<file path="src/assert_macros.svh">
// Assertion macros used by the top level of the ordered list block.
// Clocked on clk_i and disabled during rst_ni low; empty when SYNTHESIS is set.
`ifndef ASSERT_MACROS_SVH
`define ASSERT_MACROS_SVH

`ifndef SYNTHESIS
`define OLDBV_ASSERT(lbl, prop, msg) \
  lbl: assert property (@(posedge clk_i) disable iff (!rst_ni) (prop)) else $error(msg);
`define OLDBV_ASSERT_IMPL(lbl, ante, cons, msg) \
  `OLDBV_ASSERT(lbl, (ante) |-> (cons), msg)
`else
`define OLDBV_ASSERT(lbl, prop, msg)
`define OLDBV_ASSERT_IMPL(lbl, ante, cons, msg)
`endif

`endif

</file>
<file path="src/oldbv_pkg.sv">
// Types and constants of the ordered list block.
// No dependencies; used by the interfaces, the cell, the result queue and the top.
package oldbv_pkg;

  localparam int unsigned ValW      = 32;
  localparam int unsigned CountOutW = 7;

  typedef logic signed [ValW-1:0]   value_t;
  typedef logic [CountOutW-1:0]     count_out_t;

  typedef enum logic {
    OP_INSERT = 1'b0,
    OP_REMOVE = 1'b1
  } op_e;

  typedef enum logic {
    ST_IDLE,
    ST_SCAN
  } state_e;

  // broadcast to every cell of the chain
  typedef struct packed {
    logic ins_front;
    logic ins_back;
    logic scan_start;
    logic scan_run;
    logic del;
  } cell_ctrl_t;

  typedef struct packed {
    logic       removed;
    logic       dropped;
    count_out_t entry_count;
  } result_t;

endpackage

</file>
<file path="src/oldbv_if.sv">


interface oldbv_out_if;
  logic                  valid;
  logic                  ready;
  logic                  removed;
  logic                  dropped;
  oldbv_pkg::count_out_t entry_count;

  modport source (output valid, output removed, output dropped, output entry_count,
                  input ready);
  modport sink   (input valid, input removed, input dropped, input entry_count,
                  output ready);
endinterface


</file>
<file path="src/oldbv_resq.sv">
// Two-entry result queue: output register plus skid entry.
// Depends on oldbv_pkg and oldbv_out_if.
module oldbv_resq (
  input  logic               clk_i,
  input  logic               rst_ni,
  input  logic               push_i,
  input  oldbv_pkg::result_t push_data_i,
  output logic               full_o,
  oldbv_out_if.source        out_o
);
  import oldbv_pkg::*;

  result_t head_q, head_d;
  result_t skid_q, skid_d;
  logic    head_v_q, head_v_d;
  logic    skid_v_q, skid_v_d;
  logic    pop;

  assign pop = head_v_q & out_o.ready;

  always_comb begin
    head_d   = head_q;
    head_v_d = head_v_q;
    skid_d   = skid_q;
    skid_v_d = skid_v_q;
    if (pop) begin
      if (skid_v_q) begin
        head_d   = skid_q;
        head_v_d = 1'b1;
        skid_v_d = push_i;
        skid_d   = push_data_i;
      end else begin
        head_v_d = push_i;
        head_d   = push_data_i;
      end
    end else if (!head_v_q) begin
      head_v_d = push_i;
      head_d   = push_data_i;
    end else if (push_i) begin
      skid_v_d = 1'b1;
      skid_d   = push_data_i;
    end
  end

  always_ff @(posedge clk_i or negedge rst_ni) begin
    if (!rst_ni) begin
      head_v_q <= 1'b0;
      skid_v_q <= 1'b0;
    end else begin
      head_v_q <= head_v_d;
      skid_v_q <= skid_v_d;
    end
  end

  always_ff @(posedge clk_i) begin
    head_q <= head_d;
    skid_q <= skid_d;
  end

  assign full_o            = skid_v_q;
  assign out_o.valid       = head_v_q;
  assign out_o.removed     = head_q.removed;
  assign out_o.dropped     = head_q.dropped;
  assign out_o.entry_count = head_q.entry_count;

endmodule
</file>
<file path="src/flat_wrapper.sv">
// flat-port wrapper written by rule: the top's interface ports become plain ports
module oldbv_resq_flat import oldbv_pkg::*;
  (clk_i, rst_ni, push_i, push_data_i, full_o, out_o_valid, out_o_removed, out_o_dropped, out_o_entry_count, out_o_ready);
  oldbv_out_if out_o_i ();
  input  logic clk_i;
  input  logic rst_ni;
  input  logic push_i;
  input  oldbv_pkg::result_t push_data_i;
  output logic full_o;
  output wire logic [$bits(out_o_i.valid)-1:0] out_o_valid;
  output wire logic [$bits(out_o_i.removed)-1:0] out_o_removed;
  output wire logic [$bits(out_o_i.dropped)-1:0] out_o_dropped;
  output wire logic [$bits(out_o_i.entry_count)-1:0] out_o_entry_count;
  input wire logic [$bits(out_o_i.ready)-1:0] out_o_ready;
  assign out_o_valid = out_o_i.valid;
  assign out_o_removed = out_o_i.removed;
  assign out_o_dropped = out_o_i.dropped;
  assign out_o_entry_count = out_o_i.entry_count;
  assign out_o_i.ready = out_o_ready;
  oldbv_resq u_core (.clk_i(clk_i), .rst_ni(rst_ni), .push_i(push_i), .push_data_i(push_data_i), .full_o(full_o), .out_o(out_o_i));
endmodule
</file>
<file path="config.mk">
export PLATFORM = sky130hd
export DESIGN_NAME = oldbv_resq_flat
export DESIGN_NICKNAME = d
export VERILOG_FILES = /design/src/assert_macros.svh /design/src/oldbv_pkg.sv /design/src/oldbv_if.sv /design/src/oldbv_resq.sv /design/src/flat_wrapper.sv
export SDC_FILE = /design/constraint.sdc
export NUM_CORES = 1
export LEC_CHECK = 0
export BUFFER_PORTS_ARGS = -buffer_cell sky130_fd_sc_hd__buf_2
export CAP_MARGIN = 20
export CORE_UTILIZATION = 55
export CTS_BUF_LIST = sky130_fd_sc_hd__clkbuf_4
export CTS_CLUSTER_DIAMETER = 80
export DETAILED_ROUTE_END_ITERATION = 6
export PLACE_DENSITY_LB_ADDON = 0.12
export SYNTH_ARGS = -nofsm -noshare
export SYNTH_HDL_FRONTEND = slang
export SYNTH_SLANG_ARGS = --single-unit
</file>
<file path="constraint.sdc">
create_clock -name clk_i -period 2.2 [get_ports clk_i]
set_clock_uncertainty 0.1 [all_clocks]
set_input_delay 0.66 -clock clk_i [delete_from_list [all_inputs] [get_ports clk_i]]
set_output_delay 0.66 -clock clk_i [all_outputs]
set_load 0.01 [all_outputs]
</file>
# Yosys cells after proc, flatten, opt, wreduce, memory -nomap -nowiden
# Index checks and enable logic that the tools add are counted.
totals:
  elab_cells: 29
  in_bits: 13
  output_inout_bits: 11
  ff_bits: 20
classes:
  bitwise: 1
  mux: 14
  n_reduce_logical: 4
  eq_ne: 2
ops:
  columns: ["cell", "count"]
  rows:
  - ["2-to-1 mux 9 bit", 7]
  - ["2-to-1 mux 1 bit", 7]
  - ["nonzero test 2 bit", 2]
  - ["AND reduction 3 bit", 1]
  - ["!= test 2 x 1 -> 1 bit (second input constant)", 1]
  - ["!= test 2 bit (second input constant)", 1]
  - ["AND reduction 2 bit", 1]
  - ["bitwise AND 1 bit", 1]

# Longest topological paths before layout
depth:
  word_depth: 3
  mapped_depth: 2
  depth_no_buf: 2

# Worst setup path before layout
# No wires, ideal clock.
synth_timing:
  path_kind: "input -> register"
  from: "input port out_o_ready"
  to: "register u_core.skid_q[0] (netlist bit) (enable)"
  path_buffers: 0
  arrival_ps: 1222
  setup_time_ps: 375
  cell_stages: 2
  t_required_ps: 1725
  path_slack_ps: 502
  path_cell_list: "mux2i_1 > nor2b_1"
synth_via:
  elab_chain_cells: 3
  elab_cells_between_ends: 5
  classes_between: "eq/ne: 1; bitwise: 1; reduce/logical: 3"
synth_rtl:
  columns: ["element", "line", "text"]
  rows:
  - ["from (decl)", "flat_wrapper.sv:14", "input wire logic [$bits(out_o_i.ready)-1:0] out_o_ready;"]
  - ["bitwise AND 1 bit (*)", "oldbv_resq.sv:19", "assign pop = head_v_q & out_o.ready;"]
  - ["!= test 2 x 1 -> 1 bit (no line) or nonzero test 2 bit (tied branches)", null, null]
  - ["AND reduction 3 bit (no line) (*)", null, null]
  - ["to (signal assigned)", "oldbv_resq.sv:57", "skid_q <= skid_d;"]
  - ["to (decl)", "oldbv_resq.sv:14", "result_t skid_q, skid_d;"]
# Mark *: on every way between the ends. The rest lies on a longest branch, timed or not.
# A chain may end at the register's enable or synchronous reset.

# Final worst setup path
layout_timing:
  from: "register u_core.head_v_q, in the netlist u_core.out_o.valid"
  to: "output port out_o_valid"
layout_lines:
  columns: ["element", "line", "text"]
  rows:
  - ["from (decl)", "oldbv_resq.sv:15", "logic head_v_q, head_v_d;"]
  - ["from (signal assigned)", "oldbv_resq.sv:50", "head_v_q <= head_v_d;"]
  - ["to (decl)", "flat_wrapper.sv:10", "output wire logic [$bits(out_o_i.valid)-1:0] out_o_valid;"]
# No word-level cell between the ends.

==> run_results.csv <==
group,metric,value,unit
clock_network,cts_tree,"built",
finish,multi_input_area,176,µm²
clock_network,cts_made_buffers,3,
clock_network,clkLatencyLatePin,0.29,ns
worst_setup_path,rr_worst_depth,2,
worst_setup_path,worstPathRequired,1.44,ns
power,combPwrFrac,0.155,
routing,vias,438,
clock_network,cts_max_level,1,
clock_network,cts.clk_slew.worst_paths,0.10,ns
clock_network,post_cts.repair.setup_buffers,0,
timing,setup_viol,0,
power,p_int,0.615,mW
routing,firstDrtPassIters,2,
place,gp_congestion,0.686,
grt,grt_overflow,0,
grt,grt_max_degree,12,
power,p_leak,0.382,nW
timing,worst_pin_slew,0.438,ns
worst_setup_path,crit_path_start_kind,"flip-flop",
run_status,status,"completed",
synth,async_reset_ff_frac,0.100,
place,dp.cells,78,
clock_network,cts-root-buf,"clkbuf_4",
floorplanning,start_util,0.589,
worst_setup_path,path_class,"flip-flop to output port",
synth,synthSimpleGateAreaFrac,0.0571,
power,power.share.switching,0.230,
grt,grt_pass1_vias,408,
synth,synthTopCellsByArea,"edfxtp_1, mux2_2, dfrtp_1",
clock_network,numClockSinks,20,
routing,postRouteWirelength,1.18,mm
floorplanning,rows,13,
synth,synth_top_family_by_area,"multiplexers",
worst_setup_path,crit_family,"flip-flops",
worst_setup_path,rr_startpoint,"u_core.out_o.valid",
synth,synth_xor_area_frac,0,
routing,wl_met1,506,µm
power,irDropWorstVdd,0.499,mV
grt,grtUsageTotal,0.190,
timing,finalHoldViolCount,0,
synth,synth-seq-cells,20,
finish,drive_gt1_frac,0.582,
timing,fin_crit_sh,0.786,
power,cellPowerDensity,844,nW/µm²
worst_setup_path,crit_buf_inv,1,
synth,postSynthAreaPerCell,20.2,µm²
timing,hold_slack,0.0346,ns
grt,grt_pass1_wl,1.77,mm
synth,ys.flop_type,"edfxtp_1",
synth,ys_seq_area_frac,0.770,
flow_run,cap_violations,0,
floorplanning,die-area,1550,µm²
synth,synth_edf_count,18,
power,clock_power_share,0.233,
floorplanning,die-width,39.3,µm
synth,mappedNetlistArea,767,µm²
finish,diodes,0,
power,p_sw,0.183,mW
synth,ys_types,11,
synth,synth_common_cells,"edfxtp_1, mux2_2, dfrtp_1, nand2b_1",
worst_setup_path,reg2reg_slack,0.83,ns
worst_setup_path,crit_arrival,0.97,ns
routing,drt_iter0_markers,13,
worst_setup_path,crit_fanout,7,
worst_setup_path,path_cells,"buf_2",
floorplanning,io-pin-count,24,
synth,ys_warn_count,0,
finish,synthToLayoutAreaGrowth,23.3,%
clock_network,cts_resized,0,
floorplanning,core,1300,µm²
synth,yosysTopAreaCell,"edfxtp_1",
routing,post-route-drc-count,0,
place,io_buffer_count,23,
synth,synth_mux_area_frac,0.145,
finish,fillers,88,
power,power_frac_seq,0.612,
timing,drv_slew,0,
synth,syn_nets,51,
grt,antenna_found_initial,0,
timing,rsz0062_at_grt,"false",
routing,vias_per_cell,5.34,
timing,setup_tns,0,ns
worst_setup_path,r2r-end,"u_core.out_o.entry_count[6]",
synth,synth-adder-area-share,0,
synth,synthCells,38,
worst_setup_path,slowest_delay,0.50,ns
place,dp_hpwl,825,µm
routing,wl_met3,63,µm
timing,fin_crit,1.73,ns
clock_network,cts_buffer_depth,2,
timing,slew_headroom,0.708,
worst_setup_path,slowest_stage,"dfrtp_1",
finish,seqCellArea,591,µm²
routing,wl_met2,596,µm
worst_setup_path,endpoint_kind,"output port",
routing,wl_per_cell,14.4,µm
timing,fmaxAchievable,578,MHz
finish,fin_cells,82,
routing,routed.top_layer,"met4",
synth,yosysTopAreaCellShare,0.705,
routing,ant_nets,0,
synth,synth_compound_area_frac,0.0277,
synth,yosysMostFrequentCell,"edfxtp_1",
clock_network,cts_hold_buf,0,
floorplanning,fp.dieH,39.3,µm
hold_path,hold_path_class,"input pin to async pin",
finish,nNetsFinal,81,
[how the worst max path moves through the flow]
stage	start	to	slack (ns)	cells after the start
2_1_floorplan	out_o_ready	u_core.skid_q[0]	0.50	2
3_3_place_gp	out_o_ready	u_core.skid_q[8]	0.53	4
3_5_place_dp	out_o_ready	u_core.skid_q[1]	0.52	4
4_1_cts	u_core.out_o.valid	out_o_valid	0.46	1
5_1_grt	u_core.out_o.valid	out_o_valid	0.43	1
6_report	u_core.out_o.valid	out_o_valid	0.47	1
[power by group through the flow]
stage          registers (mW)  clock network, mW  logic (mW)
3_3_place_gp            0.496                  0       0.120
4_1_cts                 0.489              0.190       0.124
2_1_floorplan           0.509                  0      0.0533
6_report                0.489              0.186       0.124
5_1_grt                 0.494              0.205       0.136
3_5_place_dp            0.498                  0       0.123
[state kept, by name, indices dropped and copies added (netlist names)]
name / flops
u_core.out_o.dropped: 1
u_core.full_o: 1
u_core.out_o.entry_count: 7
u_core.skid_q: 9
u_core.out_o.removed: 1
u_core.out_o.valid: 1
[placed cells by master, fill, tap and decap left out, drive strengths merged]
cell,n
nand2b,2
clkbuf,4
a21oi,1
o2bb2ai,1
nor2b,1
buf,25
dfrtp,2
edfxtp,18
nand3,1
mux2i,1
or2b,1
a21o,1
mux2,9
[cells by family after synthesis]
| logic type | Yosys count |
|---|---|
| flip-flops | 20 |
| multiplexers | 10 |
| AND/OR/NAND/NOR | 5 |
| AO/OA/AOI/OAI | 3 |
[per-stage QoR]
stage | cell area [µm²] | setup WS [ns] | utilization | power, mW
after global routing | 946 | 0.425 | 0.727 | 0.835
after floorplan | 767 | 0.502 | - | 0.563
after global placement | 916 | 0.531 | 0.704 | 0.616
final | 946 | 0.470 | 0.727 | 0.799
after CTS | 946 | 0.465 | 0.727 | 0.804
after detailed placement | 916 | 0.521 | 0.704 | 0.621
[per-layer routing]
| layer | vias up | GRT usage |
|---|---|---|
| li1 | 209 | - |
| met1 | 207 | 0.216 |
| met2 | 20 | 0.308 |
| met3 | 2 | 0.0511 |
| met4 | 0 | 0.129 |
| met5 | - | 0 |
[worst register-to-register path: stages, from the launching register on]
cell     delay, ns
dfrtp_1       0.48
nand3_4       0.20
mux2_2        0.35
[layout make-up]
class / instances / share of cell area
sequential: 20 / 0.624
clock buffer: 4 / 0.0317
timing repair buffer: 25 / 0.138
tap: 15 / 0.0198
multi-input combinational: 18 / 0.187
Note: power is estimated with default switching activity, not from simulation.
