`src/assert_macros.svh`:
```
// Assertion macros used by the top level of the ordered list block.
// Clocked on clk_i and disabled during rst_ni low; empty when SYNTHESIS is set.
`ifndef ASSERT_MACROS_SVH
`define ASSERT_MACROS_SVH

`ifndef SYNTHESIS
`define OLDBV_ASSERT(lbl, prop, msg) \
  lbl: assert property (@(posedge clk_i) disable iff (!rst_ni) (prop)) else $error(msg);
`define OLDBV_ASSERT_IMPL(lbl, ante, cons, msg) \
  `OLDBV_ASSERT(lbl, (ante) |-> (cons), msg)
`else
`define OLDBV_ASSERT(lbl, prop, msg)
`define OLDBV_ASSERT_IMPL(lbl, ante, cons, msg)
`endif

`endif

```
`src/oldbv_pkg.sv`:
```
// Types and constants of the ordered list block.
// No dependencies; used by the interfaces, the cell, the result queue and the top.
package oldbv_pkg;

  localparam int unsigned ValW      = 32;
  localparam int unsigned CountOutW = 7;

  typedef logic signed [ValW-1:0]   value_t;
  typedef logic [CountOutW-1:0]     count_out_t;

  typedef enum logic {
    OP_INSERT = 1'b0,
    OP_REMOVE = 1'b1
  } op_e;

  typedef enum logic {
    ST_IDLE,
    ST_SCAN
  } state_e;

  // broadcast to every cell of the chain
  typedef struct packed {
    logic ins_front;
    logic ins_back;
    logic scan_start;
    logic scan_run;
    logic del;
  } cell_ctrl_t;

  typedef struct packed {
    logic       removed;
    logic       dropped;
    count_out_t entry_count;
  } result_t;

endpackage

```
`src/oldbv_cell.sv`:
```
// One list position: value, occupied flag, search token and passed flag.
// Depends on oldbv_pkg; instantiated in a chain by ordered_list_delete_by_value.
module oldbv_cell (
  input  logic                  clk_i,
  input  logic                  rst_ni,
  input  oldbv_pkg::cell_ctrl_t ctrl_i,
  input  oldbv_pkg::value_t     bus_val_i,
  input  oldbv_pkg::value_t     prev_val_i,
  input  logic                  prev_occ_i,
  input  logic                  prev_tok_i,
  input  oldbv_pkg::value_t     next_val_i,
  input  logic                  next_occ_i,
  output oldbv_pkg::value_t     val_o,
  output logic                  occ_o,
  output logic                  tok_o,
  output logic                  hit_o
);
  import oldbv_pkg::*;

  value_t val_q, val_d;
  logic   occ_q, occ_d;
  logic   tok_q, tok_d;
  logic   pass_q, pass_d;

  always_comb begin
    val_d  = val_q;
    occ_d  = occ_q;
    pass_d = pass_q;
    tok_d  = ctrl_i.scan_run & prev_tok_i;
    if (ctrl_i.ins_front) begin
      val_d = prev_val_i;
      occ_d = prev_occ_i;
    end else if (ctrl_i.ins_back) begin
      if (!occ_q && prev_occ_i) begin
        val_d = bus_val_i;
        occ_d = 1'b1;
      end
    end
    if (ctrl_i.scan_start) begin
      pass_d = 1'b0;
    end else if (ctrl_i.del) begin
      // close the gap: every position the token has not passed moves up
      if (!pass_q) begin
        val_d = next_val_i;
        occ_d = next_occ_i;
      end
    end else if (tok_q) begin
      pass_d = 1'b1;
    end
  end

  always_ff @(posedge clk_i or negedge rst_ni) begin
    if (!rst_ni) begin
      occ_q  <= 1'b0;
      tok_q  <= 1'b0;
      pass_q <= 1'b0;
    end else begin
      occ_q  <= occ_d;
      tok_q  <= tok_d;
      pass_q <= pass_d;
    end
  end

  always_ff @(posedge clk_i) begin
    val_q <= val_d;
  end

  assign val_o = val_q;
  assign occ_o = occ_q;
  assign tok_o = tok_q;
  assign hit_o = tok_q & occ_q & (val_q == bus_val_i);

endmodule

```
`config.mk`:
```
export PLATFORM = sky130hd
export DESIGN_NAME = oldbv_cell
export DESIGN_NICKNAME = d
export VERILOG_FILES = /design/src/assert_macros.svh /design/src/oldbv_pkg.sv /design/src/oldbv_cell.sv
export SDC_FILE = /design/constraint.sdc
export NUM_CORES = 1
export LEC_CHECK = 0
export BUFFER_PORTS_ARGS = -buffer_cell sky130_fd_sc_hd__clkbuf_2
export CAP_MARGIN = 20
export CORE_MARGIN = 10
export CORE_UTILIZATION = 43
export DETAILED_ROUTE_END_ITERATION = 12
export PLACE_DENSITY = 0.81
export SYNTH_ARGS = -nofsm -noshare
export SYNTH_HDL_FRONTEND = slang
export SYNTH_SLANG_ARGS = --single-unit
```
`constraint.sdc`:
```
create_clock -name clk_i -period 1.4 [get_ports clk_i]
set_input_delay 0.21 -clock clk_i [delete_from_list [all_inputs] [get_ports clk_i]]
set_output_delay 0.21 -clock clk_i [all_outputs]
set_load 0.005 [all_outputs]
```
==> Word-level counts from Yosys, hierarchy flattened <==
Index checks and enable logic that the tools add are counted.
{ "word_totals": {"regBits": 35, "in_bits": 106, "output_inout_bits": 35, "elab_cells": 28} }
{ "classes": {"eq_ne": 2, "n_mux": 15, "bitwise": 3, "reduce_logical": 4} }
{ "ops": {"columns": ["op", "count"], "rows": [
  ["two-way mux 32 bit", 6],
  ["== test 32 bit", 1],
  ["two-way mux 1 bit", 9],
  ["AND 1 bit", 3],
  ["inequality test 2 x 1 -> 1 bit (second input constant)", 1],
  ["AND reduction 2 bit", 1],
  ["nonzero test 2 bit", 1],
  ["logical AND 1 bit", 1],
  ["zero test 1 bit", 1]
]} }

==> Logic depth before layout (Yosys ltp) <==
Gate-level depths: netlist of run 1.
{ "logic_depth": {"ltp_word": 8, "mapped_depth": 6, "depth_no_buf": 4} }

==> Worst setup path before layout of run 1 <==
Ideal clock, no wire load.
{ "synth_path": {"path_type": "reg-to-output", "start": "register val_q[30] (netlist: val_o[30])", "end": "output port hit_o", "arrival_ps": 1215, "required_time_ps": 1190, "slack_ps": -25, "path_stages_with_launch": 5, "path_cell_list": "dfxtp_1 xnor2_1 nand4_1 or4_1 nor3_2"} }
{ "synth_between": {"elab_chain_cells": 2} }
{ "synth_lines": {"columns": ["element", "line", "text"], "rows": [
  ["start, declared", "oldbv_cell.sv:20", "value_t val_q, val_d;"],
  ["start signal, assigned", "oldbv_cell.sv:65", "val_q <= val_d;"],
  ["== test 32 bit", "oldbv_cell.sv:71", "assign hit_o = tok_q & occ_q & (val_q == bus_val_i);"],
  ["AND 1 bit", "oldbv_cell.sv:71", null],
  ["end, declared", "oldbv_cell.sv:16", "output logic hit_o"]
]} }
No other way between the ends.

==> Worst setup path after layout of run 1 <==
{ "layout_path": {"start": "register val_q[0] (netlist: val_o[0])", "end": "output port hit_o"} }
Same word-level chain as after synthesis.

==> results of run 1 <==
-- cell usage after synthesis, drive strengths merged --
cell type  count  area share [%]
dfxtp         32              29
nand3b         1            0.91
buf           11             3.1
nand4          4             1.1
mux2i         32              15
or4            1            0.34
nor2           1            0.17
xor2          16             6.3
nor3           2            0.68
inv            1            0.17
and2           1            0.28
xnor2         16             6.3
nand2         32             5.4
mux2          32              17
a21oi          2            0.45
o21ai         33             7.5
clkbuf         3            0.96
or2b           1            0.34
a21o           1            0.34
nand3          2            0.45
nor4           4             1.1
dfrtp          3             3.4
-- logic make-up (layout without fill, tap and decap cells) --
group / Yosys count / count (layout) / share of synthesized area [%]
mux: 64 / 64 / 31.52
simple gates: 49 / 49 / 10.88
compound gates: 36 / 36 / 8.277
flops: 35 / 35 / 32.43
xor+xnor: 32 / 32 / 12.70
buf+inv: 15 / 186 / 4.195
-- routing by layer --
metal / routed length [um] / share of wire [%] / up-vias / global-route usage, %
met2: 3885 / 53 / 78 / 31.22
met3: 631 / 8.6 / 9 / 6.275
met4: 89 / 1.2 / 0 / 4.439
met5: 0 / 0 / - / 0
met1: 2755 / 37 / 1048 / 16.21
li1: - / - / 1153 / -
-- where the power goes --
part / total [mW] / switching [mW] / internal [mW] / leakage, nW
Sequential: 1.25 / 0.105 / 1.14 / 0.308
Clock: 0.822 / 0.372 / 0.450 / 0.0515
Combinational: 1.19 / 0.470 / 0.721 / 1.45
Total: 3.26 / 0.947 / 2.31 / 1.81
-- flip-flops by register name (all words and copies together), names as in the netlist --
register  flops
val_o        32
occ_o         1
pass_q        1
tok_o         1
-- critical path, stage by stage (launching register included) --
cell and delay, ns:
dfxtp_1 0.37, xnor2_2 0.12, nand4_1 0.09, or4_4 0.55, nor3_2 0.12, buf_2 0.14
-- what timing repair did --
item / in CTS / in global routing
endpoints found under the setup margin: 3 / 33
cloned: 0 / 1
resized for setup: 16 / 36
pin swaps: 2 / 1
hold buffers: 1 / 0
hold endpoints to repair: 3 / 0
buffers inserted: 0 / 0
-- worst min path at each step --
stage | startpoint | end | slack [ns] | depth (start not counted)
after CTS | ctrl_i[2] | pass_q$_DFFE_PN0P_ | 0.1 | 2
after floorplan | rst_ni | occ_o$_DFF_PN0_ | -0.09 | 0
after global placement | rst_ni | pass_q$_DFFE_PN0P_ | 0.009 | 1
after global routing | ctrl_i[2] | pass_q$_DFFE_PN0P_ | 0.11 | 2
after detailed placement | rst_ni | pass_q$_DFFE_PN0P_ | 0.01 | 1
final | ctrl_i[2] | pass_q$_DFFE_PN0P_ | 0.11 | 2
-- layout make-up --
cell class,instances,area [um^2],area share [%]
multi-input cells,181,1486,42.92
repair buffers,177,1061,30.64
flip-flops and latches,35,724.4,20.92
clock buffers,8,100.1,2.890
well taps,70,87.58,2.529
inverters,1,3.754,0.1084
-- stage by stage --
step / power [mW] / cells / util (%) / setup slack [ns] / TNS, ns
2_1_floorplan: 1.780 / 231 / - / -0.02549 / -0.02549
3_3_place_gp: 2.339 / 462 / 64.19 / -0.3133 / -0.3133
3_5_place_dp: 2.377 / 462 / 64.19 / -0.3136 / -0.3272
4_1_cts: 3.238 / 471 / 67.69 / -0.5167 / -0.5188
5_1_grt: 3.431 / 472 / 68.68 / -0.5674 / -2.218
6_report: 3.261 / 472 / 68.68 / -0.4826 / -0.6142
==> impl_results.md, run 1 <==
- Status: finished, violations left
- Failing checks: setup timing
- Slew margin rel.: 76.16%
- FF-to-FF End: val_o[13]$_DFF_P_
- Core area: 5042 um^2
- Synth Warn #: 0
- Standard-cell rows: 26
- Number of global-route vias before repair: 2,527
- Clock slew at reported path FFs: 0.07 ns
- Bufs on Longest Clock Path: 2
- Ports: 141
- Fin area: 3463 um^2
- Worst-Margin Slew: 0.3543 ns
- GP Congestion: 0.7683
- WS Path Type: flip-flop to primary output
- Final cycle utilization of the critical path: 134.5%
- Antenna cells: 0
- Die Ht: 91.65 um
- Setup ws final: -0.4826 ns
- Commonest non-fill, non-tap cells in the layout: 139 x clkbuf_2, 32 x mux2i_1, 32 x nand2_1, 31 x o21ai_1, 30 x buf_4
- Fill cells: 419
- CP Launch Type: flip-flop
- Clk root buf: clkbuf_8
- Final slew viol count: 0
- Most common cell after layout, fill and taps aside: clkbuf_2
- Latest clock arrival within the worst-skew pair: 0.28 ns
- Leak: 1.807 nW
- Remaining global-route overflow: 0
- Vias per inst: 4.847
- Crit path DAT: 1.67 ns
- Max rail drop VDD: 0.6913 mV
- ANT nets after route: 0
- DRT Pass-1 Iters: 4
- Synthesized area per cell: 9.555 um^2
- Starting Density: 43.77%
- Residual DRC count: 0
- Average wire per standard cell: 15.60 um
- Final HPWL DP: 6.089 mm
- Initial antenna violation count: 0
- # clock sinks: 35
- Unrepaired setup endpoints after global routing: yes
- Critical Path RT: 1.19 ns
- Flop2flop setup slack: -0.05 ns
- Placed inst area: 3237 um^2
- Largest net degree at the start of global routing: 39
- Final setup fails: 8
- Global Route Usage Sum: 16.45%
- Fmax: 531.2 MHz
- Clk_skew: 0.003404 ns
- Die area: 8399 um^2
- CP Capture Point: hit_o
- Final critical-path required period: 1.883 ns
- Post-synthesis sequential area ratio: 32.43%
- Area grow syn2layout: 56.92%
- Mapped Nets: 337
- First-pass GRT wire length: 11.51 mm
- P per Cell Area: 941.5 nW/um^2
- Worst hold slack: 0.1054 ns
- Min-Delay Path Class: input pin to flip-flop
- Yosys reg bits: 35
- Layout cell share with drive strength beyond 1: 58.21%
- Mapped cell area: 2207 um^2
- Worst Reg-to-Reg Cells: 5
- Final wirelength: 7.361 mm
- IO Port Bufs: 140
- Distinct cell type count after synthesis: 27
- Crit path max fanout: 2
- Reg-to-Reg Start: occ_o$_DFF_PN0_
- Post-Synthesis Cells: 231
- Vias: 2,288
- Total of max-cap violations: 0
- Starting DRT DRC Count: 32
- Hold Vio Cnt, Final: 0
- Die X: 91.65 um
- CTS tree: done
- Worst setup startpoint: val_o[0]$_DFF_P_
- Fin nets: 507
- CTS Buf Count: 5
- H-tree levels: 2
- Setup crit end kind: primary output
Note: power is estimated with default switching activity, not from simulation.
==> inputs of run 2 (changes only) <==
ABC_AREA = 1   (was default)
CORE_UTILIZATION = 41   (was 43)
PLACE_DENSITY = 0.77   (was 0.81)
clock period = 1.55 ns   (was 1.4 ns; I/O delays follow)
==> run 2 against run 1 <==
Against the previous run:
- the run still ends with setup timing left
- final cell count grew 34%
- die area rose by 18%
- critical path depth grew 3
- flip-flop and latch count unchanged
- synthesized area is 17% higher
- sequential share of layout area about the same
- register-to-register slack improved by 0.21 ns
- clock skew hardly changed
- combinational power fell by 13%
- wire length up 21%
- utilization is 10 points lower
- global-route usage rose by 0.54 points
- largest cell class unchanged
- largest power group unchanged
==> impl_results.md, run 2 <==
- Setup TNS: -0.09700 ns
- Overall Power: 2.912 mW
- Synthesized area per cell: 6.277 um^2
- Top area cells in the synthesized netlist: nand2_1 28%, dfxtp_1 25%, inv_1 7.8%
- IO Port Bufs: 140
- Slowest stage cell, crit path: dfxtp_2
- Final core utilization: 58.39%
- Top-count cell post-synth: nand2_1
- CP Launch Type: flip-flop
- Max stage delay on crit path: 0.35 ns
- Worst-Margin Slew: 0.3946 ns
- Die X: 99.52 um
- Unrepaired setup endpoints after global routing: yes
- Setup ws final: -0.09700 ns
- Core area: 6026 um^2
- First-pass GRT wire length: 13.96 mm
- Initial antenna violation count: 1
- Total of max-cap violations: 0
- Crit path buffers/inverters: 2
- Final cycle utilization of the critical path: 106.3%
- Final slew viol count: 0
- Vias per inst: 4.741
- Area grow syn2layout: 35.71%
- Final setup fails: 1
- Clock slew at reported path FFs: 0.07 ns
- Asr flop ratio synth: 8.571%
- Final HPWL DP: 7.129 mm
- Post-route insts no fill: 632
- Crit path max fanout: 3
- CTS Buf Count: 5
- Starting Density: 43.02%
- Max rail drop VDD: 0.4516 mV
- WS Path Type: flip-flop to primary output
- Die area: 9904 um^2
- Standard-cell rows: 28
- Failing checks: setup timing
- Leak: 2.072 nW
- Largest net degree at the start of global routing: 37
- Worst hold slack: 0.1089 ns
- # clock sinks: 35
- Clk root buf: clkbuf_8
- Crit path DAT: 1.41 ns
- Starting DRT DRC Count: 98
- Fin area: 3518 um^2
- Placed inst area: 3332 um^2
- Most frequent cells after synthesis: 194 x nand2_1, 54 x inv_1, 32 x dfxtp_1, 22 x o21ai_2, 21 x o211ai_1
- Status: finished, violations left
- Ports: 141
- Distinct cell type count after synthesis: 24
- Fin nets: 661
- Most common cell after layout, fill and taps aside: nand2_1
- Mapped cell area: 2592 um^2
- Top_reg_cell synth: dfxtp_1
- Top Family by Delay on Critical Path: simple AND/OR/NAND/NOR gates
- Hold Vio Cnt, Final: 0
- Slew margin rel.: 73.69%
- Pre-CTS setup slack: 0.1677 ns
- Residual DRC count: 0
- Layout cell share with drive strength beyond 1: 40.65%
- Clk_skew: 0.003502 ns
- Cells after DPL: 617
- Fmax: 607.2 MHz
- CTS tree: done
- Setup crit end kind: primary output
- Yosys top cell area share: 28.09%
- Mapped Nets: 519
- Crit path top cell by count: nor2_1
- CP Cell Sequence: inv_2 > nand2_1 > o21ai_0 > or2_0 > nor2_1 > nand3_1 > nor2_1 > buf_2
- DRT Pass-1 Iters: 4
- Post-Synthesis Cells: 413
- Die Ht: 99.52 um
- Final wirelength: 8.876 mm
- Synth Warn #: 0
- GP Congestion: 0.8102
- P per Cell Area: 827.7 nW/um^2
- ANT nets after route: 0
- Bufs on Longest Clock Path: 2
- Commonest non-fill, non-tap cells in the layout: 192 x nand2_1, 139 x clkbuf_2, 50 x inv_1, 24 x o21ai_2, 21 x o211ai_1
- Global Route Usage Sum: 16.98%
- Yosys reg bits: 35
- Final critical-path required period: 1.647 ns
- Latest clock arrival within the worst-skew pair: 0.28 ns
- Max FFs per register: 32
- H-tree levels: 2
- Min-Delay Path Class: input pin to flip-flop
- Vias: 2,996
- Number of flops mapped to enable cells by yosys: 0
- Synth area leader: nand2_1
- Critical Path RT: 1.32 ns
- Post-synthesis sequential area ratio: 27.61%
- Number of global-route vias before repair: 2,926
- Remaining global-route overflow: 0
- Average wire per standard cell: 14.04 um
## run 2: cell count changes in the layout (fill, tap and decap cells not counted), sizes merged, moves of 2 or more
cell    previous run  this run
nor4               4         0
nand2             32       197
xnor2             16         4
buf               36        14
o211ai             0        33
mux2              32         0
or2                0         2
inv                1        55
nor2               1        18
o21ai             33        39
xor2              16         3
mux2i             32         0
nand4              4         0
## run 2: cell type report
cell class              instances  area, um^2
fillers                       594        2507
clock buffers                   8       100.1
flip-flops and latches         35       737.0
diodes                          1       2.502
well taps                      75       93.84
repair buffers                154       833.3
multi-input cells             304        1545
inverters                      55       206.4
## run 2: kinds of logic (layout without fill, tap and decap cells)
family,Yosys count,in the layout,synth area share [%]
compound gates,75,75,23.21
xor+xnor,7,7,2.365
buf+inv,74,217,13.37
flops,35,35,27.61
other cells,0,1,0
simple gates,222,222,33.45
## run 2: worst register-to-register path: cells and delay by family, from the launching register on
family | cells | cell delay [ns]
flops | 1 | 0.39
buf+inv | 2 | 0.34
simple gates | 3 | 0.32
compound gates | 2 | 0.23
## run 2: what timing repair did
item	in CTS	in global routing
setup endpoints to repair	1	1
resized for setup	17	11
pin swaps	7	7
hold buffers	1	0
hold endpoints to repair	3	0
buffers inserted	4	1
## run 2: worst paths after layout
path	start	endpoint	slack, ns	cells past startpoint
max in group asynchronous	rst_ni	occ_o$_DFF_PN0_	1.16	2
min in group asynchronous	rst_ni	tok_o$_DFF_PN0_	0.28	2
worst max-delay path	val_o[5]$_DFF_P_	hit_o	-0.1	8
worst max register to register	occ_o$_DFF_PN0_	val_o[3]$_DFF_P_	0.16	7
worst min-delay path	ctrl_i[2]	pass_q$_DFFE_PN0P_	0.11	2
worst min register to register	pass_q$_DFFE_PN0P_	pass_q$_DFFE_PN0P_	0.54	2
## run 2: routing by layer
layer / vias up / global-route usage (%) / share of wire (%)
li1: 1571 / - / -
met1: 1300 / 18.56 / 39
met2: 113 / 30.11 / 49
met3: 12 / 5.813 / 9.7
met4: 0 / 5.182 / 1.9
met5: - / 0 / 0
## run 2: power by group
part	leakage, nW	switching (mW)	internal, mW
combinational	1.71	0.559	0.480
clock	0.0515	0.342	0.406
sequential	0.308	0.0894	1.03
total	2.07	0.991	1.92
==> inputs of run 3 (changes only) <==
==> constraint.sdc (replaced) <==
create_clock -name clk_i -period 1.55 [get_ports clk_i]
set_input_delay 0.155 -clock clk_i [delete_from_list [all_inputs] [get_ports clk_i]]
set_output_delay 0.155 -clock clk_i [all_outputs]
set_load 0.005 [all_outputs]
==> run 3 against run 2 <==
Against the previous run:
- the run still ends with setup timing left
- utilization is 0.58 points lower
- setup slack better by 0.069 ns
- flip-flop and latch count stayed put
- global-route usage rose by 0.083 points
- critical path depth unchanged
- via count is 0.17% higher
- sequential share of layout area up 0.21 points
- clock power decreased by 12%
- critical endpoint unchanged
- largest cell class unchanged
- largest power group unchanged
==> impl_results.md, run 3 (same netlist as run 2, synthesis figures left out) <==
- Bufs on Longest Clock Path: 2
- ANT nets after route: 0
- Final setup fails: 1
- First-pass GRT wire length: 13.83 mm
- WS Path Type: flip-flop to primary output
- Final critical-path required period: 1.578 ns
- CTS tree: done
- Ports: 141
- Final HPWL DP: 7.090 mm
- Core area: 6026 um^2
- Most common cell after layout, fill and taps aside: nand2_1
- Final core utilization: 57.81%
- P per Cell Area: 812.2 nW/um^2
- Max FFs per register: 32
- Number of global-route vias before repair: 3,027
- Hold_sp: ctrl_i[2]
- IO Port Bufs: 140
- Flop2flop setup slack: 0.17 ns
- Crit path DAT: 1.42 ns
- Unrepaired setup endpoints after global routing: yes
- Pre-CTS setup slack: 0.2294 ns
- Die X: 99.52 um
- Latest clock arrival within the worst-skew pair: 0.29 ns
- # clock sinks: 35
- Status: finished, violations left
- GP Congestion: 0.8251
- Setup TNS: -0.02784 ns
- FF-to-FF End: val_o[0]$_DFF_P_
- Worst-Margin Slew: 0.3044 ns
- Layout cell share with drive strength beyond 1: 41.16%
- Fmax: 633.8 MHz
- Crit path max fanout: 3
- Critical Path RT: 1.39 ns
- Final cycle utilization of the critical path: 101.8%
- Setup ws final: -0.02784 ns
- Antenna cells: 0
- Largest net degree at the start of global routing: 66
- Die area: 9904 um^2
- Clk root buf: clkbuf_8
- Global Route Usage Sum: 17.06%
- H-tree levels: 2
- Hold Vio Cnt, Final: 0
- Fin nets: 660
- Failing checks: setup timing
- Average wire per standard cell: 14.22 um
- Vias: 3,001
- Standard-cell rows: 28
- Starting DRT DRC Count: 139
- Reg-to-Reg Start: occ_o$_DFF_PN0_
- Final wirelength: 8.946 mm
- Remaining global-route overflow: 0
- Die Ht: 99.52 um
- Hold Path End: pass_q$_DFFE_PN0P_
- CTS Buf Count: 5
- Setup crit end kind: primary output
- Overall Power: 2.829 mW
- DRT Pass-1 Iters: 4
- Worst Reg-to-Reg Cells: 7
- CP Launch Type: flip-flop
- Leak: 2.043 nW
- Clock slew at reported path FFs: 0.07 ns
- Initial antenna violation count: 0
- Vias per inst: 4.771
- Starting Density: 43.02%
- Area grow syn2layout: 34.36%
- Commonest non-fill, non-tap cells in the layout: 192 x nand2_1, 139 x clkbuf_2, 45 x inv_1, 22 x o21ai_2, 21 x o211ai_1
- Hold depth: 2
- Max rail drop VDD: 0.4273 mV
- Slew margin rel.: 79.70%
- Final slew viol count: 0
- Clk_skew: 0.004174 ns
- Fill cells: 623
- Min-Delay Path Class: input pin to flip-flop
- Total of max-cap violations: 0
- Residual DRC count: 0
## run 3: how the worst max path moves through the flow
stage,from,end,depth (start not counted)
4_1_cts,val_o[5]$_DFF_P_,hit_o,8
6_report,val_o[5]$_DFF_P_,hit_o,8
5_1_grt,val_o[5]$_DFF_P_,hit_o,8
3_5_place_dp,val_o[5]$_DFF_P_,hit_o,8
2_1_floorplan,occ_o$_DFF_PN0_,val_o[11]$_DFF_P_,6
3_3_place_gp,val_o[5]$_DFF_P_,hit_o,8
## run 3: metrics by stage
step / hold WS [ns] / instances / instance area, um^2
6_report: 0.009928 / 629 / 3483
5_1_grt: 0.01690 / 629 / 3483
2_1_floorplan: -0.1406 / 413 / 2592
3_5_place_dp: -0.04023 / 616 / 3324
4_1_cts: 0.009381 / 626 / 3443
3_3_place_gp: -0.04479 / 616 / 3324
## run 3: critical path, cell delays in order (launching register included)
cell     delay [ns]
dfxtp_2        0.35
inv_2          0.04
nand2_1        0.05
o21ai_1        0.06
or2_0          0.19
nor2_1         0.09
nand3_1        0.08
nor2_1         0.13
buf_2          0.13
## run 3: report_power, final
group          total, mW  switching, mW  internal (mW)
registers           1.13         0.0898           1.04
clock network      0.662          0.351          0.310
logic               1.04          0.561          0.481
## run 3: layer usage
metal,up-vias,part of all wire [%],GRT usage (%)
met4,0,1.5,5.402
met1,1331,40,17.88
li1,1573,-,-
met2,87,51,31.61
met5,-,0,0
met3,10,7.4,5.190
## run 3: repair_timing
action,4_1_cts,5_1_grt
hold buffers,1,0
pin swaps,8,14
hold endpoints to repair,3,0
setup buffers,2,3
resized for setup,18,17
setup endpoints to repair,1,1
## run 3: cell type report
cell class	count	area [um^2]	area share [%]
Timing Repair Buffer	153	825.8	23.71
Inverter	55	206.4	5.927
Sequential cell	35	737.0	21.16
Multi-Input combinational cell	304	1544	44.32
Clock buffer	7	76.32	2.191
Tap cell	75	93.84	2.694
